**config.mk**
```make
export PLATFORM = sky130hd
export DESIGN_NAME = ntp_timestamp_to_local_time_top
export DESIGN_NICKNAME = d
export VERILOG_FILES = /design/src/design/ntplt_pkg.sv /design/src/design/ntplt_pipe.sv /design/src/design/ntp_timestamp_to_local_time_top.sv
export SDC_FILE = /design/constraint.sdc
export NUM_CORES = 2
export LEC_CHECK = 0
export BUFFER_PORTS_ARGS = -buffer_cell sky130_fd_sc_hd__buf_2
export CORE_ASPECT_RATIO = 0.7
export CORE_MARGIN = 10
export CORE_UTILIZATION = 40
export CTS_CLUSTER_DIAMETER = 30
export DETAILED_ROUTE_END_ITERATION = 10
export MAX_ROUTING_LAYER = met4
export PLACE_DENSITY = 0.53
export SYNTH_ARGS = -nofsm -noshare
export SYNTH_HDL_FRONTEND = slang
export SYNTH_SLANG_ARGS = --single-unit
```
**constraint.sdc**
```tcl
create_clock -name aclk -period 6.6 [get_ports aclk]
set_input_delay 0.99 -clock aclk [delete_from_list [all_inputs] [get_ports aclk]]
set_output_delay 0.99 -clock aclk [all_outputs]
set_load 0.03 [all_outputs]
```
**src/design/ntplt_pkg.sv**
```systemverilog
package ntplt_pkg;

    // Pipeline depth of the conversion datapath
    localparam int NSTAGES = 7;

    // Configuration register indexes
    localparam logic [1:0] CFG_ZONE_HOURS = 2'd0;
    localparam logic [1:0] CFG_DST_ENABLE = 2'd1;

    // 1900-01-01 to 1970-01-01 in seconds
    localparam logic [31:0] NTP_UNIX_OFFSET = 32'd2208988800;
    localparam logic [16:0] SECS_HOUR       = 17'd3600;
    localparam logic [16:0] SECS_DAY        = 17'd86400;

    // Reciprocals: t/86400 = ((t>>7)*RECIP_675)>>35, exact for 25-bit operands
    localparam logic [25:0] RECIP_675  = 26'd50903317;
    // rem/3600 = ((rem>>4)*RECIP_225)>>21, exact for 13-bit operands
    localparam logic [13:0] RECIP_225  = 14'd9321;
    // d/1461 = (d*RECIP_1461)>>27, exact for 16-bit operands
    localparam logic [16:0] RECIP_1461 = 17'd91868;
    // w/7 = (w*RECIP_7)>>11, exact for 8-bit operands
    localparam logic [8:0]  RECIP_7    = 9'd293;

    // Day counting from 1968-03-01 in Julian four-year cycles
    localparam logic [15:0] EPOCH_SHIFT   = 16'd671;    // 1968-03-01 .. 1970-01-01
    localparam logic [15:0] DAY_2100_MAR1 = 16'd47541;  // skips the missing 2100-02-29
    localparam logic [10:0] DAYS_CYCLE    = 11'd1461;
    localparam logic [8:0]  DAYS_YEAR     = 9'd365;

    // Day-of-year boundaries, year starting March 1
    localparam logic [8:0] DOY_APR1 = 9'd31;
    localparam logic [8:0] DOY_OCT1 = 9'd214;
    localparam logic [8:0] DOY_NOV1 = 9'd245;

    // Year-relative season of a date
    typedef enum logic [1:0] {
        PER_WINTER,
        PER_MARCH,
        PER_SUMMER,
        PER_OCTOBER
    } ntplt_period_t;

    typedef struct packed {
        logic signed [4:0] zone_hours;
        logic              dst_enable;
    } ntplt_cfg_t;

endpackage

```
**src/design/ntplt_pipe.sv**
```systemverilog
module ntplt_pipe import ntplt_pkg::*; (
    input  logic        aclk,
    input  logic        aresetn,
    input  ntplt_cfg_t  cfg,
    input  logic        s_valid,
    output logic        s_ready,
    input  logic [31:0] s_ntp_seconds,
    output logic        m_valid,
    input  logic        m_ready,
    output logic [31:0] m_local_seconds,
    output logic        m_summer_applied
);

    logic [NSTAGES-1:0] v_reg;
    logic [NSTAGES-1:0] en;

    // Stage payload registers
    logic [31:0]   t0_reg, t1_reg, t2_reg, t3_reg, t4_reg, t5_reg;
    logic [15:0]   days1_reg;
    logic [16:0]   rem2_reg;
    logic [15:0]   d2_reg, d3_reg;
    logic [4:0]    hour3_reg, hour4_reg, hour5_reg;
    logic [5:0]    q3_reg, q4_reg;
    logic [1:0]    yi4_reg;
    logic [8:0]    doy4_reg;
    ntplt_period_t per5_reg;
    logic [4:0]    day5_reg;
    logic [2:0]    wd5_reg;
    logic [31:0]   out_sec_reg;
    logic          out_sum_reg;

    // Ready chain: a stage moves when it is empty or its successor moves
    always_comb begin
        en[NSTAGES-1] = !v_reg[NSTAGES-1] || m_ready;
        for (int i = NSTAGES - 2; i >= 0; i--) begin
            en[i] = !v_reg[i] || en[i+1];
        end
    end

    assign s_ready = en[0];
    assign m_valid = v_reg[NSTAGES-1];

    always_ff @(posedge aclk) begin
        if (!aresetn) begin
            v_reg <= '0;
        end else begin
            if (en[0]) begin
                v_reg[0] <= s_valid;
            end
            for (int i = 1; i < NSTAGES; i++) begin
                if (en[i]) begin
                    v_reg[i] <= v_reg[i-1];
                end
            end
        end
    end

    // Stage 0: epoch shift and zone offset
    logic signed [16:0] zone_sec;
    logic [31:0]        t_zoned;

    assign zone_sec = 17'(cfg.zone_hours) * $signed(SECS_HOUR);
    assign t_zoned  = s_ntp_seconds - NTP_UNIX_OFFSET + 32'(zone_sec);

    // Stage 1: day count by reciprocal multiply
    logic [50:0] days_prod;

    assign days_prod = 51'(t0_reg[31:7]) * 51'(RECIP_675);

    // Stage 2: seconds within day, shifted day count
    logic [32:0] day_secs;
    logic [15:0] d_shift;

    assign day_secs = 33'(days1_reg) * 33'(SECS_DAY);
    assign d_shift  = days1_reg + EPOCH_SHIFT + 16'(days1_reg >= DAY_2100_MAR1);

    // Stage 3: hour of day and four-year cycle index
    logic [26:0] hour_prod;
    logic [32:0] cyc_prod;

    assign hour_prod = 27'(rem2_reg[16:4]) * 27'(RECIP_225);
    assign cyc_prod  = 33'(d2_reg) * 33'(RECIP_1461);

    // Stage 4: year within cycle and day of year
    logic [16:0] cyc_days;
    logic [10:0] r_cyc;
    logic [1:0]  yi;
    logic [10:0] yr_days;

    assign cyc_days = 17'(q3_reg) * 17'(DAYS_CYCLE);
    assign r_cyc    = 11'(d3_reg - cyc_days[15:0]);

    always_comb begin
        if (r_cyc >= 11'(3 * DAYS_YEAR)) begin
            yi = 2'd3;
        end else if (r_cyc >= 11'(2 * DAYS_YEAR)) begin
            yi = 2'd2;
        end else if (r_cyc >= 11'(DAYS_YEAR)) begin
            yi = 2'd1;
        end else begin
            yi = 2'd0;
        end
        yr_days = 11'(yi) * 11'(DAYS_YEAR);
    end

    // Stage 5: season, day of month, last-Sunday weekday term
    // 5*Y/4 mod 7 = (5*q + yi + 3) mod 7 since Y = 1968 + 4*q + yi
    ntplt_period_t per;
    logic [4:0]    day_m;
    logic [7:0]    w;
    logic [16:0]   w_prod;
    logic [5:0]    w_q;
    logic [7:0]    w_q7;

    always_comb begin
        if (doy4_reg < DOY_APR1) begin
            per = PER_MARCH;
        end else if (doy4_reg < DOY_OCT1) begin
            per = PER_SUMMER;
        end else if (doy4_reg < DOY_NOV1) begin
            per = PER_OCTOBER;
        end else begin
            per = PER_WINTER;
        end
        // March uses +4, October +1, on top of the epoch term 3
        if (per == PER_MARCH) begin
            day_m = 5'(doy4_reg + 9'd1);
            w     = 8'(q4_reg) * 8'd5 + 8'(yi4_reg) + 8'd7;
        end else begin
            day_m = 5'(doy4_reg - (DOY_OCT1 - 9'd1));
            w     = 8'(q4_reg) * 8'd5 + 8'(yi4_reg) + 8'd4;
        end
        w_prod = 17'(w) * 17'(RECIP_7);
        w_q    = w_prod[16:11];
        w_q7   = {w_q[4:0], 3'b000} - 8'(w_q);
    end

    // Stage 6: transition hour compare and summer hour
    logic [4:0]         wk;
    logic [9:0]         thr_base;
    logic [9:0]         now;
    logic signed [11:0] thr;
    logic signed [11:0] now_s;
    logic               summer;

    always_comb begin
        wk       = 5'd31 - 5'(wd5_reg);
        thr_base = {1'b0, wk, 4'b0000} + {2'b00, wk, 3'b000};
        now      = 10'(hour5_reg) + {1'b0, day5_reg, 4'b0000} + {2'b00, day5_reg, 3'b000};
        thr      = $signed({2'b00, thr_base}) + 12'sd1 + 12'(cfg.zone_hours);
        now_s    = $signed({2'b00, now});
        case (per5_reg)
            PER_SUMMER:  summer = 1'b1;
            PER_MARCH:   summer = (now_s >= thr);
            PER_OCTOBER: summer = (now_s < thr);
            default:     summer = 1'b0;
        endcase
        summer = summer && cfg.dst_enable;
    end

    // Payload registers
    always_ff @(posedge aclk) begin
        if (en[0]) begin
            t0_reg <= t_zoned;
        end
        if (en[1]) begin
            t1_reg    <= t0_reg;
            days1_reg <= days_prod[50:35];
        end
        if (en[2]) begin
            t2_reg   <= t1_reg;
            rem2_reg <= 17'(t1_reg - day_secs[31:0]);
            d2_reg   <= d_shift;
        end
        if (en[3]) begin
            t3_reg    <= t2_reg;
            hour3_reg <= hour_prod[25:21];
            q3_reg    <= cyc_prod[32:27];
            d3_reg    <= d2_reg;
        end
        if (en[4]) begin
            t4_reg    <= t3_reg;
            hour4_reg <= hour3_reg;
            q4_reg    <= q3_reg;
            yi4_reg   <= yi;
            doy4_reg  <= 9'(r_cyc - yr_days);
        end
        if (en[5]) begin
            t5_reg    <= t4_reg;
            hour5_reg <= hour4_reg;
            per5_reg  <= per;
            day5_reg  <= day_m;
            wd5_reg   <= 3'(w - w_q7);
        end
        if (en[6]) begin
            out_sec_reg <= t5_reg + (summer ? 32'(SECS_HOUR) : 32'd0);
            out_sum_reg <= summer;
        end
    end

    assign m_local_seconds  = out_sec_reg;
    assign m_summer_applied = out_sum_reg;

endmodule

```
**src/design/ntp_timestamp_to_local_time_top.sv**
```systemverilog
// NTP seconds to local Unix time. Each transaction on s_ carries the 32-bit
// NTP transmit seconds; the block removes the 1900-to-1970 offset, adds the
// signed zone in whole hours and, with dst_enable set, adds one hour between
// the last Sundays of March and October (European rule, weekday found by the
// closed-form formula). All arithmetic wraps modulo 2^32. Configuration is
// written through cfg_ (index 0 zone_hours, 1 dst_enable, others ignored)
// while no transaction is in flight. The datapath is a seven-stage pipeline
// built around constant-reciprocal multipliers: it accepts one transaction
// per cycle while m_ready is held high and presents the results on m_ in
// order; a stalled output holds the pipeline without loss.
module ntp_timestamp_to_local_time_top import ntplt_pkg::*; (
    input  logic        aclk,
    input  logic        aresetn,
    input  logic        cfg_valid,
    output logic        cfg_ready,
    input  logic [1:0]  cfg_index,
    input  logic [4:0]  cfg_data,
    input  logic        s_valid,
    output logic        s_ready,
    input  logic [31:0] s_ntp_seconds,
    output logic        m_valid,
    input  logic        m_ready,
    output logic [31:0] m_local_seconds,
    output logic        m_summer_applied
);

    ntplt_cfg_t cfg_reg;

    assign cfg_ready = 1'b1;

    // Configuration registers
    always_ff @(posedge aclk) begin
        if (!aresetn) begin
            cfg_reg.zone_hours <= '0;
            cfg_reg.dst_enable <= 1'b0;
        end else if (cfg_valid) begin
            case (cfg_index)
                CFG_ZONE_HOURS: cfg_reg.zone_hours <= $signed(cfg_data);
                CFG_DST_ENABLE: cfg_reg.dst_enable <= cfg_data[0];
                default: ;
            endcase
        end
    end

    ntplt_pipe u_pipe (
        .aclk             (aclk),
        .aresetn          (aresetn),
        .cfg              (cfg_reg),
        .s_valid          (s_valid),
        .s_ready          (s_ready),
        .s_ntp_seconds    (s_ntp_seconds),
        .m_valid          (m_valid),
        .m_ready          (m_ready),
        .m_local_seconds  (m_local_seconds),
        .m_summer_applied (m_summer_applied)
    );

endmodule

```
==> After elaboration in Yosys (flattened, before gate mapping) <==
Index checks and enable logic that the tools add are counted.
{ "totals": {"reg_bits": 346, "latch_bits": 0, "ram_bits": 0, "rom_bits": 0, "in_bits": 44, "output_inout_bits": 36, "elab_cells": 103, "mem_count": 0} }
{ "op_classes": {"add_sub_neg": 21, "multipliers": 9, "div_mod_pow": 0, "magnitude_cmp": 9, "eq_ne": 5, "shift": 0, "muxes": 10, "bitwise_logic": 0, "reduce_logical": 18} }
{ "ops": {"columns": ["cell", "n"], "rows": [
  ["32-bit adder", 2],
  ["25-bit by 26-bit multiplier with 51-bit output (second input constant)", 1],
  ["32-bit subtractor (second input constant)", 1],
  ["16-bit by 15-bit multiplier with 31-bit output (second input constant)", 1],
  ["13-bit by 14-bit multiplier with 26-bit output (second input constant)", 1],
  ["9-bit by 8-bit < comparator with 1-bit output (second input constant)", 2],
  ["17-bit subtractor", 1],
  ["16-bit by 1-bit adder with 16-bit output", 1],
  ["16-bit by 10-bit adder with 16-bit output (second input constant)", 1],
  ["8-bit by 3-bit adder with 8-bit output (second input constant)", 2],
  ["16-bit greater-or-equal comparator (second input constant)", 1],
  ["16-bit by 10-bit multiplier with 10-bit output (second input constant)", 1],
  ["8-bit by 9-bit multiplier with 14-bit output (second input constant)", 1],
  ["5-bit by 9-bit multiplier with 13-bit output (second input constant)", 1],
  ["12-bit by 5-bit adder with 12-bit output", 1],
  ["11-bit by 12-bit greater-or-equal comparator with 1-bit output", 1],
  ["11-bit by 12-bit < comparator with 1-bit output", 1],
  ["12-bit 2-to-1 mux", 1],
  ["10-bit by 1-bit adder with 11-bit output (second input constant)", 1],
  ["11-bit by 10-bit greater-or-equal comparator with 1-bit output (second input constant)", 1],
  ["11-bit greater-or-equal comparator (second input constant)", 1],
  ["11-bit by 9-bit greater-or-equal comparator with 1-bit output (second input constant)", 1],
  ["6-bit by 11-bit multiplier with 11-bit output (second input constant)", 1],
  ["11-bit subtractor", 1],
  ["other kinds (25)", 45]
]} }

==> Depth between registers and ports, before layout <==
{ "logic_depth": {"depth_word": 9, "ltp_mapped": 29, "ltp_nobuf": 29} }

==> Hierarchy <==
Synthesis repeated with hierarchy kept, for this count alone.
{ "unflattened": {"hier_cells": 2942, "area_unflattened_um2": 34184.0} }
{ "modules_own_cells": {"columns": ["module", "instances", "cells_per_inst", "area_each_um2", "seq_area_each_um2"], "rows": [
  ["ntplt_pipe", 1, 2914, 33920.0, 9929.5],
  ["ntp_timestamp_to_local_time_top", 1, 28, 264.0, 120.1]
]} }

==> Worst setup path before layout <==
Ideal clock, no wire load.
{ "synth_path": {"path_kind": "flip-flop to flip-flop", "startpoint": "register u_pipe.q3_reg[3]", "endpoint": "register u_pipe.doy4_reg[8] (data pin)", "setup_time_ns": 0.261, "arrival_ns": 6.007, "required_time_ns": 6.339, "slack_ns": 0.332, "stages_incl_launch_ff": 26, "path_buffers": 1, "period_less_slack_ns": 6.268, "cell_sequence": "edfxtp_1 ha_1 ha_1 fa_1 fa_1 inv_1 ha_1 buf_6 nor3b_2 a2111oi_4 nand3b_2 or4_4 a211oi_2 nor2_1 a21oi_2 inv_1 fa_1 inv_1 ha_1 a21oi_1 o21bai_1 a21oi_1 o21bai_1 a21oi_1 xnor2_1 xnor2_1"} }
{ "synth_between": {"elab_chain_cells": 8, "word_cells_on_any_way": 10, "cone_classes": "add/sub: 2; mul: 2; order compare: 3; mux: 3"} }
{ "synth_lines": {"columns": ["element", "line_no", "rtl"], "rows": [
  ["start: declaration", "ntplt_pipe.sv:23", "logic [5:0] q3_reg, q4_reg;"],
  ["start signal: assignment", "ntplt_pipe.sv:178", "q3_reg <= cyc_prod[32:27];"],
  ["6-bit by 11-bit multiplier with 11-bit output (*)", "ntplt_pipe.sv:90", "assign cyc_days = 17'(q3_reg) * 17'(DAYS_CYCLE);"],
  ["11-bit subtractor (*)", "ntplt_pipe.sv:91", "assign r_cyc = 11'(d3_reg - cyc_days[15:0]);"],
  ["11-bit by 9-bit greater-or-equal comparator with 1-bit output", "ntplt_pipe.sv:98", "end else if (r_cyc >= 11'(DAYS_YEAR)) begin"],
  ["1-bit 2-to-1 mux", "ntplt_pipe.sv:98", null],
  ["2-bit 2-to-1 mux", "ntplt_pipe.sv:96", "end else if (r_cyc >= 11'(2 * DAYS_YEAR)) begin"],
  ["2-bit 2-to-1 mux (*)", "ntplt_pipe.sv:94", "if (r_cyc >= 11'(3 * DAYS_YEAR)) begin"],
  ["named net u_pipe.yi[0]", "ntplt_pipe.sv:87", "logic [1:0] yi;"],
  ["2-bit by 9-bit multiplier with 9-bit output (*)", "ntplt_pipe.sv:103", "yr_days = 11'(yi) * 11'(DAYS_YEAR);"],
  ["9-bit subtractor (*)", "ntplt_pipe.sv:186", "doy4_reg <= 9'(r_cyc - yr_days);"],
  ["end signal: assignment", "ntplt_pipe.sv:186", null],
  ["end: declaration", "ntplt_pipe.sv:25", "logic [8:0] doy4_reg;"]
]} }
Mark *: on every way through the listed nets, which the timed path passes. The rest lies on a longest branch.
A chain may end at the register's enable or synchronous reset.

==> Final worst setup path <==
{ "layout_path": {"startpoint": "register u_pipe.t0_reg[17]", "endpoint": "register u_pipe.days1_reg[12] (data pin)"} }
{ "layout_between": {"elab_chain_cells": 1} }
{ "layout_lines": {"columns": ["element", "line_no", "rtl"], "rows": [
  ["start: declaration", "ntplt_pipe.sv:18", "logic [31:0] t0_reg, t1_reg, t2_reg, t3_reg, t4_reg, t5_reg;"],
  ["start signal: assignment", "ntplt_pipe.sv:164", "t0_reg <= t_zoned;"],
  ["25-bit by 26-bit multiplier with 51-bit output", "ntplt_pipe.sv:68", "assign days_prod = 51'(t0_reg[31:7]) * 51'(RECIP_675);"],
  ["named net u_pipe.days_prod[47]", "ntplt_pipe.sv:66", "logic [50:0] days_prod;"],
  ["end signal: assignment", "ntplt_pipe.sv:168", "days1_reg <= days_prod[50:35];"],
  ["end: declaration", "ntplt_pipe.sv:19", "logic [15:0] days1_reg;"]
]} }
The timed path passes the listed nets, and every way through them passes these cells.

==> run summary <==
routed length per placed instance: 17.8 um
ANT nets after route: 0
share of layout cells above drive strength 1: 0.110
final hold vios: 0
HPWL after detailed placement: 66.1 mm
commonest non-fill, non-tap cell in the layout: ha_1
CP startpoint kind: flip-flop
Die X: 370 um
DR pass1 iterations: 5
Pins Over Slew Limit: 0
Die Y: 265 um
warning count from the yosys run: 0
crit path time final: 6360 ps
Worst Tran Pin Value: 1150 ps
most frequent cells in the layout: ha_1 (711), inv_1 (674), fa_1 (347)
I/O pin cnt: 80
RSZ-0062 raised after global routing: no
Syn Std Cell Area: 0.0344 mm^2
required time of the critical path: 6910 ps
clock-pin slew on the worst setup and hold paths: 50 ps
first-pass GRT wire length: 126 mm
All-Layer GR Usage: 0.167
Slowest Stage Delay on Critical Path: 600 ps
Max Buffers Root-to-Sink: 3
final WL: 78.5 mm
Hold Crit Class: flip-flop to flip-flop
crit path cell chain: fa_1 > ha_1 > inv_1 > fa_1 > inv_1 > fa_1 > inv_1 > fa_1 > inv_1 > fa_1 > fa_1 > ha_2 > o21a_1 > nand4_1 > o211ai_1 > a22oi_1 > o211ai_1 > buf_4 > a221o_1 > a31oi_1 > xnor2_1
core area: 0.0847 mm^2
largest net degree at the start of global routing: 59
Synth top area share: 0.285
Worst EP arrival: 6660 ps
Max Cap Viol: 0
WS Path Type: flip-flop to flip-flop
synthesized flop and latch total: 339
most frequent cell on the critical path: fa_1
Post-Syn Instances: 2972
Critical path buffers and inverters: 5
Clock Latency Late Sink: 590 ps
slowest CP cell: fa_1
routed via count: 21500
syn_area_per_cell: 11.6 um^2
Seq/Total Area, Yosys: 0.292
crit-path max FO: 6
Slew HR: 0.230
Async S/R FF share, synth: 0
GRT Residual Overflow: 0
CTS tree: built
vias in the first global route: 22700
initial DRC count: 994
Synth cell types: 81
Post-synth EDFFs: 326
CTS buffer count: 70
status: completed
element type at the critical path end: flip-flop
GPL Wtd Cong: 0.906
DRC: 0
ranking of synthesized cells by area: edfxtp_1 (28%), ha_1 (26%), fa_1 (20%)
CTS Hold Buffers Added: 0
DIE AREA: 0.0983 mm^2
Finish-stage setup viols: 0
clk sinks: 339
number of port buffers: 78
starting density of the core: 0.406
Post-Syn Nets: 4089
number of H-tree levels: 3
via/cell ratio: 4.89
fin crit share: 0.963
Layout area overhead: 15.0%
CP top delay family: adder cells
Synth area leader: edfxtp_1
setup TNS: 0 ps
Max Clock Skew: 31.3 ps
root buffer cell: clkbuf_16
Row Count: 89
initial antenna violation count: 3
Highest Clock Rate: 0.157 GHz
Synth Flop Type: edfxtp_1
post-layout net count: 4324
diode count: 0
per-layer routing:
layer,share of wire,up-vias,wire length [um],global-route usage
met5,0,-,0,-
met3,0.046,80,3580,0.0314
met4,0.014,0,1070,0.0298
met2,0.44,329,34400,0.245
met1,0.50,10600,39500,0.240
li1,-,10500,-,-
stage by stage:
stage / util / setup WS, ps / hold slack [ps] / instance area, um^2 / cells
after global routing: 0.467 / 4.07 / 407 / 39500 / 4399
after floorplan: - / 332 / 400 / 34400 / 2972
after CTS: 0.462 / 26.2 / 400 / 39200 / 4379
final: 0.467 / 245 / 398 / 39500 / 4399
after detailed placement: 0.433 / 22.6 / 405 / 36700 / 4252
after global placement: 0.433 / 17.2 / 401 / 36700 / 4252
final cells by class:
cell class                      instances  area [um^2]
Clock buffer                           74         1810
Clock inverter                         53          637
Fill cell                            7713        45200
Inverter                              678         2540
Multi-Input combinational cell       1946        22000
Timing Repair Buffer                  172         1100
Sequential cell                       339        10000
Tap cell                             1137         1420
repair_timing:
item	CTS	global route
endpoints found under the setup margin	1	23
resized for setup	1	46
pin swaps	0	18
buffers inserted	0	20
kinds of logic (layout without fill, tap and decap cells):
kind of cell,Yosys count,in the layout,synth area share
AO/OA/AOI/OAI,373,373,0.0721
XOR/XNOR,180,180,0.0463
adder cells (fa/ha/maj),1073,1073,0.467
buffers and inverters,687,977,0.0754
flip-flops,339,339,0.292
multiplexers,2,2,0.000619
other,1,1,0.000109
AND/OR/NAND/NOR,317,317,0.0461
path summary, 6_finish.rpt:
check                          to         startpoint  cells after the start  slack [ps]
min reg2reg     u_pipe.t4_reg[24]  u_pipe.t3_reg[24]                      0         400
max reg2reg  u_pipe.days1_reg[12]  u_pipe.t0_reg[17]                     21         240
min             u_pipe.t4_reg[24]  u_pipe.t3_reg[24]                      0         400
max          u_pipe.days1_reg[12]  u_pipe.t0_reg[17]                     21         240
Yosys cell counts, types with 16 or more instances:
library cell  count
nand3_1          39
o21a_1           22
a31oi_1          16
fa_1            351
nor2b_1          23
xnor2_1         130
ha_1            722
nand4_1          16
nand2_1          79
a21o_1           50
a21oi_1         124
o21ai_0          48
xor2_1           49
o21bai_1         19
inv_1           678
edfxtp_1        326
nor2_1           78
Power is left out: the tool's default activity adds up to more than one toggle a clock period on the data nets, which glitch-free logic cannot reach.
